### src/design/fpa_pkg.sv
// shared types, constants and helpers for the fixed-point alu
package fpa_pkg;

	localparam int FRACTION_BITS = 8;
	// numerator width of the divider: magnitude of a shifted up by the fraction bits
	localparam int NUM_W = 32 + FRACTION_BITS;
	localparam int QUEUE_DEPTH = 4;
	localparam int QPTR_W = $clog2(QUEUE_DEPTH);
	localparam int QCNT_W = $clog2(QUEUE_DEPTH + 1);

	localparam logic [31:0] RAW_MAX = 32'h7fff_ffff;
	localparam logic [31:0] RAW_MIN = 32'h8000_0000;
	localparam logic [31:0] ONE_LSB = 32'h0000_0001;

	typedef enum logic [3:0] {
		CMD_ADD, CMD_SUB, CMD_MUL, CMD_DIV, CMD_GT, CMD_LT, CMD_GE, CMD_LE,
		CMD_EQ, CMD_NE, CMD_MIN, CMD_MAX, CMD_INC, CMD_DEC, CMD_FROMINT, CMD_TOINT
	} cmd_e;

	// classified item handed from the front to the back
	typedef struct packed {
		cmd_e        cmd;
		logic [31:0] a;
		logic [31:0] b;
		logic        neg;
		logic [31:0] mag_a;
		logic [31:0] mag_b;
		logic        b_zero;
	} item_t;

	typedef struct packed {
		logic [31:0] v;
		logic        ovf;
	} sat_t;

	// clamp a signed magnitude to 32 raw bits
	function automatic sat_t saturate(logic neg, logic [63:0] mag);
		sat_t r;
		logic [63:0] limit;
		limit = neg ? 64'h0000_0000_8000_0000 : 64'h0000_0000_7fff_ffff;
		if (mag > limit) begin
			r.ovf = 1'b1;
			r.v = neg ? RAW_MIN : RAW_MAX;
		end else begin
			r.ovf = 1'b0;
			r.v = neg ? (32'd0 - mag[31:0]) : mag[31:0];
		end
		return r;
	endfunction

endpackage

### src/design/fpa_front.sv
// front end: takes items, classifies operands, queues them for the back end
module fpa_front (
	input  logic                clk,
	input  logic                arst_n,
	input  logic                in_valid,
	output logic                in_stall,
	input  logic [3:0]          command,
	input  logic signed [31:0]  operand_a,
	input  logic signed [31:0]  operand_b,
	output logic                head_valid,
	output fpa_pkg::item_t      head_item,
	input  logic                head_pop
);
	import fpa_pkg::*;

	item_t              queue_q [QUEUE_DEPTH];
	logic [QPTR_W-1:0]  wr_ptr_q;
	logic [QPTR_W-1:0]  rd_ptr_q;
	logic [QCNT_W-1:0]  cnt_q;
	item_t              new_item;
	logic               push;
	logic               pop;

	always_comb begin
		new_item.cmd = cmd_e'(command);
		new_item.a = operand_a;
		new_item.b = operand_b;
		new_item.neg = operand_a[31] ^ operand_b[31];
		new_item.mag_a = operand_a[31] ? (32'd0 - operand_a) : operand_a;
		new_item.mag_b = operand_b[31] ? (32'd0 - operand_b) : operand_b;
		new_item.b_zero = (operand_b == 32'd0);
	end

	assign in_stall = (cnt_q == QCNT_W'(QUEUE_DEPTH));
	assign push = in_valid && !in_stall;
	assign head_valid = (cnt_q != '0);
	assign pop = head_pop && head_valid;
	assign head_item = queue_q[rd_ptr_q];

	always_ff @(posedge clk) begin
		if (push) begin
			queue_q[wr_ptr_q] <= new_item;
		end
	end

	always_ff @(posedge clk or negedge arst_n) begin
		if (!arst_n) begin
			wr_ptr_q <= '0;
			rd_ptr_q <= '0;
			cnt_q <= '0;
		end else begin
			if (push) begin
				wr_ptr_q <= wr_ptr_q + 1'b1;
			end
			if (pop) begin
				rd_ptr_q <= rd_ptr_q + 1'b1;
			end
			cnt_q <= cnt_q + QCNT_W'(push) - QCNT_W'(pop);
		end
	end

	a_cnt_bound: assert property (@(posedge clk) disable iff (!arst_n)
		cnt_q <= QCNT_W'(QUEUE_DEPTH)) else $error("queue count past depth");
	a_full_stalls: assert property (@(posedge clk) disable iff (!arst_n)
		(cnt_q == QCNT_W'(QUEUE_DEPTH)) |-> in_stall) else $error("full queue not stalling");
	a_empty_no_pop: assert property (@(posedge clk) disable iff (!arst_n)
		(cnt_q == '0) |=> (cnt_q <= QCNT_W'(1))) else $error("count moved from empty");

endmodule

### config.mk
export PLATFORM = sky130hd
export DESIGN_NAME = fpa_front
export DESIGN_NICKNAME = d
export VERILOG_FILES = /design/src/design/fpa_pkg.sv /design/src/design/fpa_front.sv
export SDC_FILE = /design/constraint.sdc
export NUM_CORES = 1
export LEC_CHECK = 0
export ABC_AREA = 1
export BUFFER_PORTS_ARGS = -buffer_cell sky130_fd_sc_hd__buf_4
export CAP_MARGIN = 30
export CELL_PAD_IN_SITES_DETAIL_PLACEMENT = 1
export CELL_PAD_IN_SITES_GLOBAL_PLACEMENT = 2
export CORE_UTILIZATION = 44
export DETAILED_ROUTE_END_ITERATION = 10
export GPL_TIMING_DRIVEN = 1
export PLACE_DENSITY = 0.94
export SLEW_MARGIN = 20
export SYNTH_ARGS = -nofsm -noshare
export SYNTH_HDL_FRONTEND = slang
export SYNTH_SLANG_ARGS = --single-unit
### constraint.sdc
create_clock -name clk -period 17.26 [get_ports clk]
set_input_delay 2.589 -clock clk [delete_from_list [all_inputs] [get_ports clk]]
set_output_delay 2.589 -clock clk [all_outputs]
set_load 0.01 [all_outputs]
==> results of run 1 <==
cell type report:
| cell class | instances | area (sq um) | share of cell area |
|---|---|---|---|
| antenna | 3 | 7.51 | 0.000292 |
| multi-input combinational | 1083 | 5170 | 0.202 |
| sequential | 535 | 16000 | 0.625 |
| timing repair buffer | 225 | 1790 | 0.0696 |
| tap | 664 | 831 | 0.0324 |
| clock inverter | 34 | 240 | 0.00936 |
| clock buffer | 61 | 1380 | 0.0537 |
| inverter | 55 | 216 | 0.00843 |
logic make-up after synthesis:
logic type / count (synthesis)
and+or+nand+nor: 625
DFF: 535
AOI/OAI and AO/OA: 414
buffers and inverters: 151
xor gates and xnor gates: 35
adders and majority gates: 9
registers in the layout (all words and copies together) (netlist names):
register,flops
queue_q,528
rd_ptr_q,2
cnt_q,3
wr_ptr_q,2
Yosys cell counts, drive strengths merged (8+ instances only):
cell type	n
o22ai	132
buf	63
inv	54
edfxtp	528
nor2	382
xor2	13
nand3	39
o21ai	280
nand2	192
xnor2	22
nand3b	8
ha	8
clkbuf	33
worst max path at each step:
stage | slack, ns | depth (start not counted) | end
6_report | 11.17 | 5 | head_item[127]
5_1_grt | 10.97 | 5 | head_item[70]
4_1_cts | 10.97 | 5 | head_item[34]
3_5_place_dp | 11.62 | 5 | head_item[34]
3_3_place_gp | 11.76 | 5 | head_item[34]
2_1_floorplan | 8.45 | 2 | queue_q[0][0]
tightest hold or removal path: stages, from the launching register on:
cell and delay (ns):
dfrtp_1 0.40, inv_1 0.10, a21oi_1 0.07
routing by layer:
layer,GRT usage,up-vias,routed length (um)
li1,-,6740,-
met1,0.286,7594,24500
met2,0.426,373,31400
met3,0.0348,103,2690
met4,0.0913,2,1690
met5,0,-,13
per-stage QoR:
step | setup slack, ns | total power, uW
after floorplan | 8.45 | 2790
after global placement | 11.76 | 3420
after detailed placement | 11.62 | 3510
after CTS | 10.97 | 4600
after global routing | 10.97 | 4790
final | 11.17 | 4570
power breakdown:
group          total [uW]  leakage, uW  internal, uW  switching (uW)
Combinational        1660      0.00323           588            1080
Sequential           1820      0.00491          1730            88.4
Clock                1090     0.000794           601             492
==> results.ini, run 1 <==
[routing]
wl_per_cell_um=22.6
avgViaCountPerCell=5.57
drcViolationCount=0
totalWireLength_um=60200
num_vias=14800
ant_nets=0
dr.pass1.iters=4
drt-initial-drc-count=949

[final_layout]
final_cell_mix=528 x edfxtp_1, 369 x nor2_1, 225 x o21ai_0, 219 x buf_4, 192 x nand2_1
final_cells=2660
fin_util=0.523
fillers=5099
drive_gt1_frac=0.159
final_common_cell=edfxtp_1
fin_area_sq_um=25700
syn2layout_area_growth_pct=16.8
num-nets-final=2034

[flow_run]
cap_violations=0

[synthesis]
synth_mux_area_frac=0
synth-simple-area-share=0.112
ys_ff_latch=535
yosysTopAreaCellShare=0.722
synth_area_sq_um=22000
synth-seq-area-share=0.730
synth_xor_area_frac=0.0140
synthCells=1769
synth_cell_type_count=29
async_flop_share=0.0131
synth_warnings=0
ys.flop_type=edfxtp_1
synth_edf_count=528
avgSynthCellArea_sq_um=12.4
synth.area.top_cells=edfxtp_1 72%, nor2_1 6.4%, o21ai_0 5.1%
synthesis.nets=1850
synth_top_family_by_area=simple AND/OR/NAND/NOR gates
synth-compound-area-share=0.102
yosysTopAreaCell=edfxtp_1
synthAdderAreaFrac=0.00547

[place]
place_area_sq_um=24000
hpwlAfterDp_um=36900
io_buffer_count=207
dp_cells=2560
gp_congestion=0.808

[die]
rows=81
core_sq_um=49100
initial_core_util=0.448
die-area_sq_um=50800
die_w_um=225
die_y_um=225
io_pins=208

[worst_setup_path]
worst-path-buf-inv=3
reg2reg_to=queue_q[1][125]
worstPathMaxFanout=68
r2r_setup_slack_ns=14.41
cp.required_ns=14.67
path_class=reg -> out
timing.rr.start=cnt_q[1]
worst_path_most_repeated_cell=buf_4
cp_cell_sequence=inv_4, buf_4, o21ai_0, o22ai_1, buf_4
endpoint_kind=output pin
critPathTopFamily=buffers and inverters
worstRegToRegCells=5
crit_start=rd_ptr_q[1]
cpPeakStageDelay_ns=0.75
critPathArrivalTime_ns=3.50
startpoint_type=flip-flop
critPathSlowestCell=dfrtp_4

[timing]
hold_violations=0
rsz0062_at_grt=no
period_share=0.353
skew_ns=0.0217
tightest_slew_ns=0.948
fin_setup_tns_ns=0
hold_ws_ns=0.608
slew_headroom=0.367
min_period_ns=6.09
max_freq_mhz=164
finalMaxSlewViolations=0
setup-violations-final=0

[pwr]
vdd_drop_max_mv=0.116
leakage_uw=0.00894
p_per_area_nw_per_um2=178

[outcome]
run_status=completed

[grt]
grt_max_degree=150
grt_pass1_vias=15800
grt_usage=0.237
antenna_found_initial=3
grt_pass1_wl_um=91000
grt_overflow=0

[cts]
htreeDepth=2
tritoncts=yes
cts_buffer_depth=3
post-cts-setup-buffer-count=0
cts.sinks=535
holdBufCountCts=0
clock_latency_ns=0.62
path_clk_slew_ns=0.06
cts-root-buf=clkbuf_16
ctsResizeCount=0
numCtsBuffers=53

[hold_path]
worstHoldEndpoint=wr_ptr_q[1]
min-delay-start=wr_ptr_q[1]
min_path_type=reg -> reg
whs_path_depth=2

Power figures use the tool's default switching activity.
==> run 2, diff against run 1 <==
--- a/config.mk
+++ b/config.mk
@@ -5,15 +5,15 @@
 export SDC_FILE = /design/constraint.sdc
 export NUM_CORES = 1
 export LEC_CHECK = 0
-export ABC_AREA = 1
+export ABC_AREA = 0
 export BUFFER_PORTS_ARGS = -buffer_cell sky130_fd_sc_hd__buf_4
 export CAP_MARGIN = 30
 export CELL_PAD_IN_SITES_DETAIL_PLACEMENT = 1
 export CELL_PAD_IN_SITES_GLOBAL_PLACEMENT = 2
-export CORE_UTILIZATION = 44
+export CORE_UTILIZATION = 42
 export DETAILED_ROUTE_END_ITERATION = 10
 export GPL_TIMING_DRIVEN = 1
-export PLACE_DENSITY = 0.94
+export PLACE_DENSITY = 0.85
 export SLEW_MARGIN = 20
 export SYNTH_ARGS = -nofsm -noshare
 export SYNTH_HDL_FRONTEND = slang
==> constraint.sdc (replaced) <==
create_clock -name clk -period 5.45 [get_ports clk]
set_input_delay 0.8175 -clock clk [delete_from_list [all_inputs] [get_ports clk]]
set_output_delay 0.8175 -clock clk [all_outputs]
set_load 0.01 [all_outputs]
==> run 2 against run 1 <==
Against the previous run: count of clock-buffer cells in the layout up 10; sequential power rose to 3.2 times the previous value; hold slack worse by 0.18 ns; non-clock buffer count decreased by 5; routed wire length shrank 26%; core utilization decreased by 1.2 points; area after synthesis fell by 5.3%; critical path type unchanged; largest power group unchanged.
==> results.ini, run 2 <==
[pwr]
leakage_uw=0.00825  ; -7.7%
vdd_drop_max_mv=0.401  ; +250%
p_per_area_nw_per_um2=547  ; +210%
p_clk_frac=0.276  ; +0.037
power_frac_seq=0.420  ; +0.023
p_sw_uw=3970  ; +140%
internal_power_uw=9740  ; +230%
pwr-share-comb=0.304  ; -0.060
swShare=0.290  ; -0.0726

[routing]
ant_nets=0  ; unchanged
totalWireLength_um=44800  ; -26%
drt-initial-drc-count=614  ; -35%
dr.pass1.iters=5  ; +1
drcViolationCount=0  ; unchanged
avgViaCountPerCell=5.35  ; -3.9%
wl_per_cell_um=24.0  ; +5.9%
num_vias=9997  ; -33%

[worst_setup_path]
r2r_setup_slack_ns=2.59  ; -11.82 ns
cp.required_ns=4.63  ; -10.04 ns
critical_path.endpoint=head_item[83]
critPathArrivalTime_ns=2.73  ; -0.77 ns
worstPathMaxFanout=52  ; -24%
critPathSlowestCell=dfrtp_4
cp_cell_sequence=buf_12, mux4_2, buf_4
reg2reg_to=queue_q[1][18]
endpoint_kind=output pin
worstRegToRegCells=4  ; -1
path_class=reg -> out
startpoint_type=flip-flop
timing.rr.start=cnt_q[2]
cpPeakStageDelay_ns=0.81  ; +0.06 ns
crit_start=rd_ptr_q[0]

[final_layout]
insertedDiodeCount=0  ; -3
num-nets-final=1240  ; -39%
reg_top3=queue_q x528, cnt_q x3
syn2layout_area_growth_pct=20.3
final_cell_mix=528 x edfxtp_1, 212 x buf_4, 132 x mux4_2, 62 x xnor2_1, 59 x clkbuf_16
largest_reg_flops=528  ; unchanged
fin_util=0.511  ; -0.0118
final_common_cell=edfxtp_1
top_register=queue_q
drive_gt1_frac=0.373  ; +0.214

[cts]
htreeDepth=2  ; unchanged
path_clk_slew_ns=0.06  ; about the same
numCtsBuffers=57  ; +7.5%
clock_latency_ns=0.59  ; -0.03 ns
cts_buffer_depth=3  ; unchanged
cts-root-buf=clkbuf_16
tritoncts=yes
cts.sinks=535  ; unchanged
ctsResizeCount=0  ; unchanged

[timing]
fin_setup_tns_ns=0  ; unchanged
tightest_slew_ns=0.885  ; -0.0629 ns
slew_headroom=0.407  ; +0.0403
min_period_ns=3.55
rsz0062_at_grt=no
period_share=0.652
setup_ws_ns=1.90  ; -9.27 ns
setup-violations-final=0  ; unchanged
skew_ns=0.0142  ; -0.00751 ns
hold_violations=0  ; unchanged
finalMaxSlewViolations=0  ; unchanged
max_freq_mhz=282

[die]
die_y_um=225  ; -0.39%
die_w_um=225  ; -0.39%
die-area_sq_um=50400  ; -0.77%
io_pins=208  ; unchanged
core_sq_um=49000  ; -0.21%
rows=81  ; unchanged
initial_core_util=0.425  ; -0.0228

[hold_path]
min_path_type=in -> reg
whs_path_depth=1  ; -1

[synthesis]
synthTopCellsByCount=528 x edfxtp_1, 132 x mux4_2, 62 x xnor2_1
avgSynthCellArea_sq_um=22.5  ; +81%
synthesis.nets=1006  ; -46%
yosysTopAreaCell=edfxtp_1
synth_area_sq_um=20800  ; -5.3%
ys.flop_type=edfxtp_1
synthCells=925  ; -48%
synth.area.top_cells=edfxtp_1 76%, mux4_2 14%, xnor2_1 2.6%
yosysTopAreaCellShare=0.762  ; +0.0403
synth_most_common_cell=edfxtp_1
synth_cell_type_count=38  ; +31%
async_flop_share=0.0131  ; unchanged
synth_edf_count=528  ; unchanged
synth-seq-area-share=0.770  ; +0.0408
synth_warnings=0  ; unchanged
ys_ff_latch=535  ; unchanged

[grt]
grt_pass1_vias=10800  ; -31%
grt_usage=0.180  ; -0.0569
met3_usage=0.0485  ; +0.0137
met1_usage=0.241  ; -0.0456
grt_max_degree=98  ; -35%
grt_pass1_wl_um=67500  ; -26%
use_met2=0.294  ; -0.132
grt_overflow=0  ; unchanged
antenna_found_initial=1  ; -2
grt-busiest-layer=met2

[place]
pre_cts_ws_ns=1.76  ; -9.87 ns
hpwlAfterDp_um=26500  ; -28%
io_buffer_count=207  ; unchanged
gp_congestion=0.707  ; -12%

[flow_run]
cap_violations=0  ; unchanged

[outcome]
run_status=completed

## run 2: metal layers
metal | wire length, um | share of wire
met5 | 12 | 0.00027
met4 | 754 | 0.017
met1 | 19100 | 0.43
met2 | 21800 | 0.49
met3 | 3010 | 0.067
## run 2: kinds of logic (layout without fill, tap and decap cells)
logic type      after synthesis  count (layout)  synth area share
compound gates               50              50            0.0205
xor+xnor                     64              64            0.0269
simple gates                 80              80            0.0218
flops                       535             535             0.770
mux                         132             132             0.143
buf+inv                      55             334            0.0118
fa+ha+maj                     9               9           0.00577
## run 2: layout make-up
| class | count | area (sq um) |
|---|---|---|
| clock buffers | 71 | 1520 |
| flip-flops and latches | 535 | 16000 |
| fillers | 4351 | 23900 |
| inverters | 10 | 37.5 |
| well taps | 664 | 831 |
| clock inverters | 33 | 317 |
| repair buffers | 220 | 1750 |
| multi-input cells | 335 | 4540 |
## run 2: through the flow
step / hold slack, ns / total power (uW) / std cells / cell area (sq um)
global placement: 0.520 / 10000 / 1762 / 23200
finish: 0.431 / 13700 / 1868 / 25000
CTS: 0.391 / 13900 / 1867 / 25000
floorplan: 0.495 / 8190 / 925 / 20800
detailed placement: 0.534 / 10100 / 1762 / 23200
global route: 0.405 / 14300 / 1868 / 25000
## run 2: repair_timing
action | 4_1_cts | 5_1_grt
buffers inserted | 0 | 0
hold endpoints to repair | 7 | 0
hold buffers | 1 | 0
## run 2: worst min path at each step
stage / from / end / slack [ns]
after global routing: command[3] / queue_q[1][133] / 0.41
after CTS: command[3] / queue_q[2][133] / 0.39
final: command[3] / queue_q[2][133] / 0.43
after detailed placement: cnt_q[0] / cnt_q[0] / 0.53
after global placement: cnt_q[0] / cnt_q[0] / 0.52
after floorplan: cnt_q[0] / cnt_q[0] / 0.50
## run 2: power by group through the flow
stage                     clock network [uW]  logic [uW]  registers, uW
after floorplan                            0        2440           5750
after detailed placement                   0        4250           5860
after CTS                               3870        4280           5780
after global routing                    3990        4460           5840
after global placement                     0        4210           5790
final                                   3780        4170           5760
## run 2: critical path, delay by kind of cell, from the launching register on
kind	cells	cell delay, ns
flops	1	0.81
mux	1	0.61
buf+inv	2	0.62
==> run 3, diff against run 2 <==
==> constraint.sdc (replaced) <==
create_clock -name clk -period 3.1 [get_ports clk]
set_input_delay 0.465 -clock clk [delete_from_list [all_inputs] [get_ports clk]]
set_output_delay 0.465 -clock clk [all_outputs]
set_load 0.01 [all_outputs]
==> run 3 against run 2 <==
Against the previous run: cell count grew 1.0%; sequential share of layout area shrank 0.33 points; hold slack lost 0.36 ns.
==> results.ini, run 3 (same netlist as run 2, synthesis figures left out) <==
[worst_setup_path]
endpoint_kind=output pin
r2r_setup_slack_ns=0.74  ; -1.85 ns
worst-path-buf-inv=3  ; +1
crit_start=rd_ptr_q[0]
cpPeakStageDelay_ns=0.57  ; -0.24 ns
path_class=reg -> out
timing.rr.start=cnt_q[2]
cp_cell_sequence=buf_12, buf_4, mux4_2, buf_4
startpoint_type=flip-flop
worst_path_most_repeated_cell=buf_4
critPathSlowestCell=mux4_2
worstPathMaxFanout=18  ; -65%
critPathArrivalTime_ns=2.40  ; -0.33 ns
cp.required_ns=2.63  ; -2.00 ns
critPathTopFamily=buffers and inverters

[final_layout]
drive_gt1_frac=0.382  ; +0.00892
reg_top3=queue_q x528, cnt_q x3
syn2layout_area_growth_pct=20.9
final_cell_mix=528 x edfxtp_1, 230 x buf_4, 132 x mux4_2, 62 x xnor2_1, 57 x clkbuf_16
insertedDiodeCount=0  ; unchanged
final_common_cell=edfxtp_1
fin_area_sq_um=25200  ; +0.51%
multi_input_area_sq_um=4540  ; unchanged
fillers=4371  ; +0.46%
top_register=queue_q
final-seq-area_sq_um=16000  ; unchanged
num-nets-final=1267  ; +2.2%
largest_reg_flops=528  ; unchanged

[cts]
cts_buffer_depth=3  ; unchanged
htreeDepth=2  ; unchanged
clock_latency_ns=0.60  ; about the same
cts.sinks=535  ; unchanged
numCtsBuffers=55  ; -3.5%
tritoncts=yes
cts-root-buf=clkbuf_16
post-cts-setup-buffer-count=0  ; unchanged
path_clk_slew_ns=0.06  ; about the same

[hold_path]
min_path_type=in -> reg
min-delay-start=command[3]

[place]
io_buffer_count=207  ; unchanged
place_area_sq_um=23500  ; +1.6%
hpwlAfterDp_um=29300  ; +10%
gp_congestion=0.735  ; +4.0%

[timing]
min_period_ns=2.86
fin_setup_tns_ns=0  ; unchanged
finalMaxSlewViolations=0  ; unchanged
max_freq_mhz=350
setup-violations-final=0  ; unchanged
skew_ns=0.0122  ; -0.00198 ns
period_share=0.923
rsz0062_at_grt=no
tightest_slew_ns=0.756  ; -0.128 ns
slew_headroom=0.494  ; +0.0874
hold_violations=0  ; unchanged

[grt]
antenna_found_initial=1  ; unchanged
grt_usage=0.187  ; +0.00730
grt_overflow=0  ; unchanged
grt_pass1_wl_um=69900  ; +3.6%
grt_pass1_vias=11200  ; +3.7%
grt_max_degree=61  ; -38%

[routing]
drt-initial-drc-count=668  ; +8.8%
avgViaCountPerCell=5.39  ; +0.67%
wl_per_cell_um=24.9  ; +3.7%
ant_nets=0  ; unchanged
totalWireLength_um=46900  ; +4.8%
num_vias=10200  ; +1.7%
drcViolationCount=0  ; unchanged
dr.pass1.iters=4  ; -1

[die]
rows=81  ; unchanged
die_w_um=225  ; unchanged
die-area_sq_um=50400  ; unchanged
io_pins=208  ; unchanged
die_y_um=225  ; unchanged
initial_core_util=0.425  ; unchanged
core_sq_um=49000  ; unchanged

[pwr]
leakage_uw=0.00832  ; +0.82%
p_per_area_nw_per_um2=948  ; +73%
vdd_drop_max_mv=0.575  ; +43%

[flow_run]
cap_violations=0  ; unchanged

[outcome]
run_status=completed

-- run 3: cell count changes in the layout (fill, tap and decap cells not counted), sizes merged --
| cell | change |
|---|---|
| buf | +29 |
| bufinv | -5 |
| clkbuf | -5 |
| clkinv | -1 |
| clkinvlp | +2 |
| inv | -1 |
-- run 3: path summary, 6_finish.rpt --
kind / endpoint / cells after the start
min reg2reg: cnt_q[0] / 1
max in group asynchronous: rd_ptr_q[1] / 2
min: queue_q[3][133] / 1
max reg2reg: queue_q[0][87] / 4
min in group asynchronous: rd_ptr_q[0] / 2
max: head_item[103] / 4
-- run 3: power breakdown --
part	switching [uW]	internal (uW)
logic	4000	3820
registers	404	9590
clock network	2640	3400
-- run 3: through the flow --
step / hold WS (ns) / utilization / power, uW / setup slack [ns] / std cells
after global routing: 0.0490 / 0.514 / 24800 / 0.129 / 1887
after global placement: 0.285 / 0.481 / 17900 / 0.226 / 1792
after floorplan: 0.169 / - / 14300 / 0.104 / 925
after detailed placement: 0.286 / 0.481 / 18100 / 0.181 / 1792
final: 0.0688 / 0.514 / 23800 / 0.240 / 1887
after CTS: 0.0300 / 0.514 / 24200 / 0.163 / 1887
-- run 3: routing by layer --
metal,up-vias,global-route usage,routed length (um)
met5,-,0,12
met4,2,0.0584,1000
met3,64,0.0460,3130
met2,316,0.312,23300
met1,5376,0.243,19400
li1,4408,-,-
-- run 3: area by class of cell --
class | instances | area share
flip-flops and latches | 535 | 0.637
multi-input cells | 335 | 0.181
repair buffers | 249 | 0.0833
clock buffers | 66 | 0.0580
well taps | 664 | 0.0330
clock inverters | 28 | 0.00631
inverters | 10 | 0.00149
-- run 3: timing repair --
item | in CTS | in global routing
hold endpoints to repair | 7 | 0
hold buffers | 1 | 0
endpoints found under the setup margin | 0 | 0
resized for setup | 0 | 0
